--- src/design/fhc_pkg.sv ---
// Shared constants and types of the fire heat column update block.
`timescale 1ns / 1ps

package fhc_pkg;

  localparam int FACES  = 4;
  localparam int GRID   = 8;
  localparam int FACE_W = 2;
  localparam int COL_W  = 3;
  localparam int ROW_W  = 3;
  localparam int ADDR_W = FACE_W + COL_W;
  localparam int COLUMNS = FACES * GRID;

  localparam int CFG_IDX_W = 2;
  localparam logic [CFG_IDX_W-1:0] REG_INTENSITY = 2'd0;
  localparam logic [CFG_IDX_W-1:0] REG_COOLING   = 2'd1;

  typedef logic [7:0] heat_t;

  // One classified column job, as it waits in the queue.
  typedef struct packed {
    logic [FACE_W-1:0] face;
    logic [COL_W-1:0]  column;
    logic [63:0]       cool_random;
    logic [8:0]        divisor;
    logic              spawn;
    heat_t             spark_heat;
    logic [5:0]        gain;
  } job_t;

  // A finished column handed from the back part to the emitter.
  typedef struct packed {
    logic              load;
    logic [FACE_W-1:0] face;
    logic [COL_W-1:0]  column;
    heat_t [GRID-1:0]  heat;
  } column_t;

endpackage

--- src/design/fire_heat_column_update.sv ---
// Top level of the fire heat column update block.
`timescale 1ns / 1ps

// Channel   Handshake             Payload
// input     valid / ready         face, column, cool_random, spawn_random, spark_random
// output    out_valid / out_ready out_face, out_column, out_row, heat, red, green, blue, last
// config    cfg_we                cfg_index, cfg_data (no wait, no read-back)
//
// Each input beat updates one column of eight cells and yields eight output
// beats, top row first, the bottom one marked by last.
// The back part works through a column in order: pop and memory read, load,
// eight remainder steps of the eight cooling lanes, subtract, rise and write.
// It takes the next job only after writing the previous column back, and a
// two-deep queue keeps input ready while the back works, until the queue is full.
// Reset clears the queue, the state machines and the column valid bits, so
// every cell reads as zero until its column is first written back.
// A stalled output holds its beat; the back part waits before writing back
// until the emitter has moved the last row of the previous column to its output.

module fire_heat_column_update (
  input  logic                          clk,
  input  logic                          rst,
  input  logic                          valid,
  output logic                          ready,
  input  logic [fhc_pkg::FACE_W-1:0]    face,
  input  logic [fhc_pkg::COL_W-1:0]     column,
  input  logic [63:0]                   cool_random,
  input  logic [7:0]                    spawn_random,
  input  logic [7:0]                    spark_random,
  output logic                          out_valid,
  input  logic                          out_ready,
  output logic [fhc_pkg::FACE_W-1:0]    out_face,
  output logic [fhc_pkg::COL_W-1:0]     out_column,
  output logic [fhc_pkg::ROW_W-1:0]     out_row,
  output logic [7:0]                    heat,
  output logic [7:0]                    red,
  output logic [7:0]                    green,
  output logic [7:0]                    blue,
  output logic                          last,
  input  logic                          cfg_we,
  input  logic [fhc_pkg::CFG_IDX_W-1:0] cfg_index,
  input  logic [7:0]                    cfg_data
);

  fhc_pkg::heat_t   intensity;
  fhc_pkg::heat_t   cooling;
  logic             job_valid;
  logic             pop;
  fhc_pkg::job_t    job;
  fhc_pkg::column_t to_emit;
  logic             emit_busy;

  // Configuration registers. Writes to unknown indexes are dropped.
  always_ff @(posedge clk) begin
    if (rst) begin
      intensity <= 8'd128;
      cooling   <= 8'd55;
    end else if (cfg_we) begin
      unique case (cfg_index)
        fhc_pkg::REG_INTENSITY: intensity <= cfg_data;
        fhc_pkg::REG_COOLING:   cooling   <= cfg_data;
        default: begin
        end
      endcase
    end
  end

  // The front works out the spawn decision, the spark heat, the bottom gain
  // and the cooling divisor once per beat, so the back sees a ready job.
  fhc_front u_front (
    .clk          (clk),
    .rst          (rst),
    .valid        (valid),
    .ready        (ready),
    .face         (face),
    .column       (column),
    .cool_random  (cool_random),
    .spawn_random (spawn_random),
    .spark_random (spark_random),
    .intensity    (intensity),
    .cooling      (cooling),
    .pop          (pop),
    .job_valid    (job_valid),
    .job          (job)
  );

  // The back owns the heat memory, one 64-bit word per column.
  fhc_back u_back (
    .clk       (clk),
    .rst       (rst),
    .job_valid (job_valid),
    .job       (job),
    .pop       (pop),
    .emit_busy (emit_busy),
    .to_emit   (to_emit)
  );

  // The emitter turns each stored column into eight colored pixel beats.
  fhc_emit u_emit (
    .clk        (clk),
    .rst        (rst),
    .col_in     (to_emit),
    .busy       (emit_busy),
    .out_valid  (out_valid),
    .out_ready  (out_ready),
    .out_face   (out_face),
    .out_column (out_column),
    .out_row    (out_row),
    .heat       (heat),
    .red        (red),
    .green      (green),
    .blue       (blue),
    .last       (last)
  );

endmodule

--- src/design/fhc_front.sv ---
// Front part: accepts column beats, classifies them and queues the jobs.
`timescale 1ns / 1ps

module fhc_front (
  input  logic                       clk,
  input  logic                       rst,
  input  logic                       valid,
  output logic                       ready,
  input  logic [fhc_pkg::FACE_W-1:0] face,
  input  logic [fhc_pkg::COL_W-1:0]  column,
  input  logic [63:0]                cool_random,
  input  logic [7:0]                 spawn_random,
  input  logic [7:0]                 spark_random,
  input  fhc_pkg::heat_t             intensity,
  input  fhc_pkg::heat_t             cooling,
  input  logic                       pop,
  output logic                       job_valid,
  output fhc_pkg::job_t              job
);

  fhc_pkg::job_t classified;
  fhc_pkg::job_t slot [2];
  logic [8:0]    threshold;
  logic [15:0]   gain_prod;
  logic          push;
  logic          wr_ptr;
  logic          rd_ptr;
  logic [1:0]    count;

  // Spawn threshold is intensity/2 + 30; the bottom gain intensity/6 is a
  // reciprocal multiply, exact for every 8-bit intensity.
  always_comb begin
    threshold              = {2'b00, intensity[7:1]} + 9'd30;
    gain_prod              = 16'(intensity) * 16'd171;
    classified.face        = face;
    classified.column      = column;
    classified.cool_random = cool_random;
    classified.divisor     = {1'b0, cooling} + 9'd2;
    classified.spawn       = ({1'b0, spawn_random} < threshold);
    classified.spark_heat  = 8'd160 + (spark_random & 8'h5F);
    classified.gain        = gain_prod[15:10];
  end

  assign ready     = (count != 2'd2);
  assign push      = valid && ready;
  assign job_valid = (count != 2'd0);
  assign job       = slot[rd_ptr];

  always_ff @(posedge clk) begin
    if (rst) begin
      wr_ptr <= 1'b0;
      rd_ptr <= 1'b0;
      count  <= 2'd0;
    end else begin
      if (push) begin
        wr_ptr <= ~wr_ptr;
      end
      if (pop) begin
        rd_ptr <= ~rd_ptr;
      end
      count <= count + {1'b0, push} - {1'b0, pop};
    end
  end

  always_ff @(posedge clk) begin
    if (push) begin
      slot[wr_ptr] <= classified;
    end
  end

  a_count_range: assert property (@(posedge clk) disable iff (rst) count != 2'd3)
    else $error("queue count out of range");
  a_pop_nonempty: assert property (@(posedge clk) disable iff (rst) pop |-> count != 2'd0)
    else $error("queue popped while empty");

endmodule

--- src/design/fhc_back.sv ---
// Back part: heat memory, eight-lane cooling remainder, rise and spark update.
`timescale 1ns / 1ps

module fhc_back (
  input  logic             clk,
  input  logic             rst,
  input  logic             job_valid,
  input  fhc_pkg::job_t    job,
  output logic             pop,
  input  logic             emit_busy,
  output fhc_pkg::column_t to_emit
);

  typedef enum logic [2:0] {S_IDLE, S_LOAD, S_COOL, S_SUB, S_RISE} state_t;

  state_t                          state;
  fhc_pkg::job_t                   work;
  fhc_pkg::heat_t [fhc_pkg::GRID-1:0] mem [fhc_pkg::COLUMNS];
  logic [fhc_pkg::COLUMNS-1:0]     written;
  fhc_pkg::heat_t [fhc_pkg::GRID-1:0] rd_data;
  logic                            rd_valid;
  fhc_pkg::heat_t [fhc_pkg::GRID-1:0] col_heat;
  fhc_pkg::heat_t [fhc_pkg::GRID-1:0] cooled;
  fhc_pkg::heat_t [fhc_pkg::GRID-1:0] risen;
  logic [8:0]                      rem      [fhc_pkg::GRID];
  logic [8:0]                      rem_next [fhc_pkg::GRID];
  logic [2:0]                      step;
  logic [fhc_pkg::ADDR_W-1:0]      rd_addr;
  logic [fhc_pkg::ADDR_W-1:0]      wr_addr;
  logic                            wr_en;
  logic                            rem_ok;

  function automatic fhc_pkg::heat_t div3(input logic [9:0] s);
    logic [19:0] p;
    p = 20'(s) * 20'd683;
    return p[18:11];
  endfunction

  assign pop     = (state == S_IDLE) && job_valid;
  assign rd_addr = {job.face, job.column};
  assign wr_addr = {work.face, work.column};
  assign wr_en   = (state == S_RISE) && !emit_busy;

  // One restoring-remainder step per lane and cycle, most significant bit first.
  always_comb begin
    logic [7:0] rb;
    logic [9:0] shifted;
    rem_ok = 1'b1;
    for (int y = 0; y < fhc_pkg::GRID; y++) begin
      rb      = work.cool_random[8*(y%8) +: 8];
      shifted = {rem[y], rb[3'd7 - step]};
      if (shifted >= {1'b0, work.divisor}) begin
        rem_next[y] = 9'(shifted - {1'b0, work.divisor});
      end else begin
        rem_next[y] = shifted[8:0];
      end
      if (rem[y] >= work.divisor) begin
        rem_ok = 1'b0;
      end
      if ({1'b0, col_heat[y]} > rem[y]) begin
        cooled[y] = col_heat[y] - rem[y][7:0];
      end else begin
        cooled[y] = 8'd0;
      end
    end
  end

  // Rise from the cooled column, then spark or gain at the bottom.
  always_comb begin
    logic [9:0] sum;
    logic [8:0] bottom;
    int         y2;
    for (int y = 0; y < fhc_pkg::GRID - 1; y++) begin
      y2       = (y + 2 < fhc_pkg::GRID) ? y + 2 : fhc_pkg::GRID - 1;
      sum      = {2'b00, col_heat[y+1]} + {1'b0, col_heat[y2], 1'b0};
      risen[y] = div3(sum);
    end
    bottom = {1'b0, col_heat[fhc_pkg::GRID-1]} + 9'(work.gain);
    if (work.spawn) begin
      risen[fhc_pkg::GRID-1] = work.spark_heat;
    end else if (bottom[8]) begin
      risen[fhc_pkg::GRID-1] = 8'hFF;
    end else begin
      risen[fhc_pkg::GRID-1] = bottom[7:0];
    end
  end

  assign to_emit.load   = wr_en;
  assign to_emit.face   = work.face;
  assign to_emit.column = work.column;
  assign to_emit.heat   = risen;

  always_ff @(posedge clk) begin
    if (rst) begin
      state <= S_IDLE;
      step  <= 3'd0;
    end else begin
      unique case (state)
        S_IDLE: begin
          if (job_valid) begin
            state <= S_LOAD;
          end
        end
        S_LOAD: begin
          step  <= 3'd0;
          state <= S_COOL;
        end
        S_COOL: begin
          step <= step + 3'd1;
          if (step == 3'd7) begin
            state <= S_SUB;
          end
        end
        S_SUB: begin
          state <= S_RISE;
        end
        S_RISE: begin
          if (!emit_busy) begin
            state <= S_IDLE;
          end
        end
        default: begin
          state <= S_IDLE;
        end
      endcase
    end
  end

  always_ff @(posedge clk) begin
    if (pop) begin
      work <= job;
    end
    if (state == S_LOAD) begin
      col_heat <= rd_valid ? rd_data : '0;
      rem      <= '{default: '0};
    end
    if (state == S_COOL) begin
      rem <= rem_next;
    end
    if (state == S_SUB) begin
      col_heat <= cooled;
    end
  end

  always_ff @(posedge clk) begin
    if (wr_en) begin
      mem[wr_addr] <= risen;
    end
    if (pop) begin
      rd_data  <= mem[rd_addr];
      rd_valid <= written[rd_addr];
    end
  end

  always_ff @(posedge clk) begin
    if (rst) begin
      written <= '0;
    end else if (wr_en) begin
      written[wr_addr] <= 1'b1;
    end
  end

  a_rem_done: assert property (@(posedge clk) disable iff (rst) (state == S_SUB) |-> rem_ok)
    else $error("cooling remainder not below divisor");
  a_write_free: assert property (@(posedge clk) disable iff (rst) wr_en |-> !emit_busy)
    else $error("column written back while emitter still busy");

endmodule

--- src/design/fhc_emit.sv ---
// Emitter: column buffer, palette and output register, one pixel beat a cycle while the output is not stalled.
`timescale 1ns / 1ps

module fhc_emit (
  input  logic                       clk,
  input  logic                       rst,
  input  fhc_pkg::column_t           col_in,
  output logic                       busy,
  output logic                       out_valid,
  input  logic                       out_ready,
  output logic [fhc_pkg::FACE_W-1:0] out_face,
  output logic [fhc_pkg::COL_W-1:0]  out_column,
  output logic [fhc_pkg::ROW_W-1:0]  out_row,
  output fhc_pkg::heat_t             heat,
  output logic [7:0]                 red,
  output logic [7:0]                 green,
  output logic [7:0]                 blue,
  output logic                       last
);

  logic [fhc_pkg::FACE_W-1:0]         face_q;
  logic [fhc_pkg::COL_W-1:0]          column_q;
  fhc_pkg::heat_t [fhc_pkg::GRID-1:0] heats;
  logic [fhc_pkg::ROW_W-1:0]          row;
  logic                               advance;
  fhc_pkg::heat_t                     t;
  logic [7:0]                         r;
  logic [7:0]                         g;
  logic [7:0]                         b;

  function automatic logic [7:0] triple(input logic [7:0] x);
    logic [9:0] p;
    p = {2'b00, x} + {1'b0, x, 1'b0};
    return p[7:0];
  endfunction

  assign advance = busy && (!out_valid || out_ready);
  assign t       = heats[row];

  // Black, red, yellow, white in three bands split at 85 and 170.
  always_comb begin
    if (t < 8'd85) begin
      r = triple(t);
      g = 8'd0;
      b = 8'd0;
    end else if (t < 8'd170) begin
      r = 8'd255;
      g = triple(t - 8'd85);
      b = 8'd0;
    end else begin
      r = 8'd255;
      g = 8'd255;
      b = triple(t - 8'd170);
    end
  end

  always_ff @(posedge clk) begin
    if (rst) begin
      busy      <= 1'b0;
      out_valid <= 1'b0;
      row       <= '0;
    end else begin
      if (col_in.load) begin
        busy <= 1'b1;
        row  <= '0;
      end else if (advance) begin
        row <= row + 1'b1;
        if (row == fhc_pkg::ROW_W'(fhc_pkg::GRID - 1)) begin
          busy <= 1'b0;
        end
      end
      if (advance) begin
        out_valid <= 1'b1;
      end else if (out_ready) begin
        out_valid <= 1'b0;
      end
    end
  end

  always_ff @(posedge clk) begin
    if (col_in.load) begin
      face_q   <= col_in.face;
      column_q <= col_in.column;
      heats    <= col_in.heat;
    end
    if (advance) begin
      out_face   <= face_q;
      out_column <= column_q;
      out_row    <= row;
      heat       <= t;
      red        <= r;
      green      <= g;
      blue       <= b;
      last       <= (row == fhc_pkg::ROW_W'(fhc_pkg::GRID - 1));
    end
  end

endmodule

--- config.mk ---
export PLATFORM = sky130hd
export DESIGN_NAME = fire_heat_column_update
export DESIGN_NICKNAME = d
export VERILOG_FILES = /design/src/design/fhc_pkg.sv /design/src/design/fire_heat_column_update.sv /design/src/design/fhc_front.sv /design/src/design/fhc_back.sv /design/src/design/fhc_emit.sv
export SDC_FILE = /design/constraint.sdc
export NUM_CORES = 2
export LEC_CHECK = 0
export ABC_AREA = 1
export BUFFER_PORTS_ARGS = -buffer_cell sky130_fd_sc_hd__buf_2
export CORE_MARGIN = 2
export CORE_UTILIZATION = 55
export CTS_CLUSTER_DIAMETER = 40
export DETAILED_ROUTE_END_ITERATION = 16
export PLACE_DENSITY = 0.73
export SYNTH_ARGS = -nofsm -noshare
export SYNTH_HDL_FRONTEND = slang
export SYNTH_HIERARCHICAL = 1
export SYNTH_SLANG_ARGS = --single-unit
export TNS_END_PERCENT = 20
--- constraint.sdc ---
create_clock -name clk -period 12.1 [get_ports clk]
set_input_delay 1.21 -clock clk [delete_from_list [all_inputs] [get_ports clk]]
set_output_delay 1.21 -clock clk [all_outputs]
set_load 0.02 [all_outputs]
# Word-level counts from Yosys, hierarchy flattened

Memories as Yosys holds them, arrays and structs flattened. A register that Yosys moved wholly into a read port is not among the register bits.
Index checks and enable logic that the tools add are counted.

$add $sub $neg: 37
$mul: 8
Order comparisons: 24
Eq/ne operators: 11
Muxes and demuxes: 62
Bitwise operators: 3
Reduce and logical (&&, ||, !) cells: 22

Operators with widths:

| operator                                                               | count |
|---|---|
| 64-bit two-way mux                                                     | 3 |
| 72-bit two-way mux                                                     | 2 |
| 10-bit by 10-bit multiplier with 19-bit output (second input constant) | 7 |
| 8-bit two-way mux                                                      | 12 |
| 10-bit by 9-bit greater-or-equal comparator with 1-bit output          | 8 |
| 8-bit by 9-bit > comparator with 1-bit output                          | 8 |
| 9-bit two-way mux                                                      | 8 |
| 9-bit subtractor                                                       | 8 |
| 8-bit by 9-bit adder with 10-bit output                                | 7 |
| 8-bit subtractor                                                       | 8 |
| 32-bit bitwise OR                                                      | 1 |
| 8-bit adder                                                            | 3 |
| 1-bit binary-select mux with 3-bit select                              | 8 |
| 8-bit binary-select mux with 3-bit select                              | 1 |
| 1-bit two-way mux                                                      | 21 |
| 8-bit by 8-bit multiplier with 16-bit output (second input constant)   | 1 |
| 3-bit case mux with 5 select lines                                     | 1 |
| 5-bit by 6-bit < comparator with 1-bit output (second input constant)  | 2 |
| 2-bit nonzero test                                                     | 6 |
| 8-bit by 2-bit adder with 9-bit output (second input constant)         | 1 |
| 8-bit by 6-bit adder with 9-bit output                                 | 1 |
| 3-bit equality test (second input constant)                            | 3 |
| 8-bit by 9-bit < comparator with 1-bit output                          | 1 |
| 3-bit two-way mux                                                      | 3 |
| 29 further kinds                                                       | 43 |

Register bits after elaboration: 403
Bits in writable memories: 2234
Input port bits: 100
Output and inout bits: 43
Memories: 2

Memory list:

| memory       | words | width | rd ports | clocked after Yosys merged registers in | wr ports | line            | source |
|---|---|---|---|---|---|---|---|
| u_back.mem   | 32    | 64    | 1        | 1                                       | 1        | fhc_back.sv:18  | `fhc_pkg::heat_t [fhc_pkg::GRID-1:0] mem [fhc_pkg::COLUMNS];` |
| u_front.slot | 2     | 93    | 1        | 1                                       | 1        | fhc_front.sv:22 | `fhc_pkg::job_t slot [2];` |

# Depth between registers and ports, before layout

Depth in word-level cells: 6
Depth in mapped cells: 30

# Modules after synthesis

The synthesis kept the hierarchy.

By module, submodules not included:

| module                  | times used | cells each | area an instance (um2) | seq. area each (um2) |
|---|---|---|---|---|
| fhc_back                | 1          | 10103      | 104956.9               | 62409.9 |
| fhc_front               | 1          | 544        | 8468.1                 | 5565.3 |
| fhc_emit                | 1          | 507        | 5659.2                 | 3403.3 |
| fire_heat_column_update | 1          | 94         | 686.9                  | 320.3 |

# Worst setup path before layout

OpenSTA, ideal clock, no wires.

Path type: reg2reg
From: register u_back.state[2]
To: register u_front.count[1]
Data arrival time: 12098 ps
Setup slack: -114 ps
Cell stages (with the launch flop): 10
Period minus slack after synthesis: 12214 ps
Path through: dfxtp_1 > nor2_1 > inv_1 > nor3_1 > ha_1 > inv_1 > ha_1 > xor2_1 > nand2_1 > nor3b_1

Longest elaborated chain between the ends: 3

RTL lines:

| what                                        | line                          | source |
|---|---|---|
| from (decl)                                 | fhc_back.sv:16                | `state_t state;` |
| from (signal assigned)                      | fhc_back.sv:95                | `state <= S_IDLE;` |
| from (signal assigned)                      | fhc_back.sv:101               | `state <= S_LOAD;` |
| from (signal assigned)                      | fhc_back.sv:106               | `state <= S_COOL;` |
| 3-bit logical NOT                           | fhc_back.sv:39                | `assign pop = (state == S_IDLE) && job_valid;` |
| 1-bit logical AND                           | fhc_back.sv:39                |  |
| named net pop                               | fire_heat_column_update.sv:48 | `logic pop;` |
| 2-bit by 1-bit subtractor with 2-bit output | fhc_front.sv:61               | `count <= count + {1'b0, push} - {1'b0, pop};` |
| to (signal assigned)                        | fhc_front.sv:61               |  |
| to (decl)                                   | fhc_front.sv:28               | `logic [1:0] count;` |

The timed path passes the listed nets, and every way through them passes these cells.
A chain may end at the register's enable or synchronous reset.

==> run_results.csv <==
group,metric,value,unit
routing,drt_iter0_drc,9761,
timing,fmax,150,MHz
floorplanning,die_h,470,µm
floorplanning,fp.coreArea,215000,µm²
routing,ant_nets,0,
floorplanning,die_w,470,µm
layout,register_area,71200,µm²
routing,via_count,85210,
grt,overflow,0,
timing,worst_pin_slew,1.34,ns
critical_path,critical-path-max-stage-delay,0.62,ns
timing,clock_skew,0.0909,ns
timing,fin_crit_sh,0.551,
clock_tree,cts_tree,"yes",
clock_tree,cts_root_buf,"clkbuf_16",
placement,dpl.hpwl,193000,µm
layout,nets,12309,
synthesis,syn-mean-instance-area,10.6,µm²
floorplanning,row_count,170,
critical_path,crit_family,"adder cells",
clock_tree,post_cts_buffers,0,
critical_path,start_kind,"register",
critical_path,cpMostUsedCell,"nand2_1",
synthesis,yosysWarnings,6,
grt,grt_start_max_net_pins,219,
grt,grt_use_total,0.293,
grt,grt_pass1_wl,493000,µm
status,status,"finished clean",
floorplanning,num_io_pins,143,
clock_tree,clk_pin_slew,0.06,ns
critical_path,worst-path-buf-inv,5,
placement,port_buffers,132,
critical_path,crit_path_top_delay_cell,"nand2_1",
clock_tree,cts_made_buffers,335,
floorplanning,die-area,220000,µm²
routing,drc,0,
floorplanning,initial_core_util,0.554,
clock_tree,cts_resized,0,
grt,antenna_found_initial,10,
routing,vias_per_cell,5.89,
job,maxCapViolations,0,
synthesis,syn_area,119000,µm²
hold_path,hp-class,"in -> reg",
clock_tree,clock-sinks,2393,
routing,drt-pass1-iter-count,6,
routing,totalWireLength,330000,µm
timing,hold_viol,0,
layout,drive_above_1_share,0.0869,
layout,multi_input_area,42600,µm²
critical_path,cp_data_required_time,12.49,ns
clock_tree,clockBufferDepth,4,
grt,grt_pass1_vias,82548,
placement,globalplace.congestion,0.909,
timing,rsz0062_at_grt,"false",
timing,drv_slew,0,
routing,wl_per_cell,22.8,µm
clock_tree,cts_hold_buf,0,
timing,setup_viol,0,
timing,fin_crit,6.67,ns
synthesis,synthCells,11224,
critical_path,crit_type,"reg -> reg",
clock_tree,clock_latency,0.96,ns
critical_path,path_max_fanout,33,
layout,area.growth.synth_to_final,12.0,%
critical_path,arrival,7.05,ns
timing,slew_headroom,0.105,
clock_tree,htree_num_levels,5,
timing,tns,0,ns
layout,fillers,16375,
critical_path,endpoint_kind,"register",
[worst paths after layout]
kind,from,to,slack (ns),cells after the start
worst max-delay path,u_back/col_heat[41]$_DFFE_PP_,u_back/mem[2][34]$_DFFE_PP_,5.43,25
worst min-delay path,cool_random[55],u_front/slot[0][79]$_DFFE_PP_,0.45,1
worst max register to register,u_back/col_heat[41]$_DFFE_PP_,u_back/mem[2][34]$_DFFE_PP_,5.43,25
worst min register to register,cooling[0]$_SDFFE_PP1P_,u_front/slot[1][15]$_DFFE_PP_,0.46,0
[flip-flops by register name, summed over array words and instances, names as in the netlist, 32 cells and up, named ones only]
register,flops
u_back/col_heat,56
u_back/mem,1792
u_back/rd_data,56
u_back/rem,63
u_back/work,80
u_back/written,32
u_emit/heats,64
u_front/slot,166
[per-stage QoR]
| step | utilization | cell area [µm²] | setup slack (ns) | std cells | hold WS (ns) |
|---|---|---|---|---|---|
| after CTS | 0.621 | 133000 | 5.38 | 14448 | 0.404 |
| after global placement | 0.570 | 122000 | 5.38 | 13865 | 0.437 |
| after detailed placement | 0.570 | 122000 | 5.39 | 13865 | 0.445 |
| after floorplan | - | 119000 | 4.51 | 11225 | 0.400 |
| final | 0.621 | 134000 | 5.43 | 14455 | 0.447 |
| after global routing | 0.621 | 133000 | 4.90 | 14452 | 0.409 |
[metal layers]
metal	up-vias	part of all wire	GRT usage
li1	38882	-	-
met1	41062	0.39	0.389
met2	4447	0.47	0.472
met3	811	0.097	0.0496
met4	8	0.048	0.140
met5	-	0.00022	0
[cell type report]
class,instances,area share
timing repair buffer,263,0.0130
inverter,882,0.0251
multi-input combinational,7489,0.319
tap,2838,0.0266
clock inverter,201,0.0170
clock buffer,382,0.0654
antenna,7,0.000131
sequential,2393,0.533
[cells in the final DEF (no fill, tap or decap), types with 36 or more instances in the layout]
cell / instances
a21oi_1: 600
buf_2: 132
buf_4: 124
bufinv_16: 36
clkbuf_1: 36
clkbuf_16: 340
clkinvlp_4: 36
dfxtp_1: 62
edfxtp_1: 2329
fa_1: 178
ha_1: 667
inv_1: 861
mux2_2: 78
nand2_1: 3277
nand3_1: 1409
nand4_1: 49
nor2_1: 494
nor2_4: 38
nor3_1: 37
o21ai_0: 225
o31ai_1: 57
xnor2_1: 52
xor2_1: 77
Power is left out: the tool's default activity adds up to more than one toggle a clock period on the data nets, which glitch-free logic cannot reach.
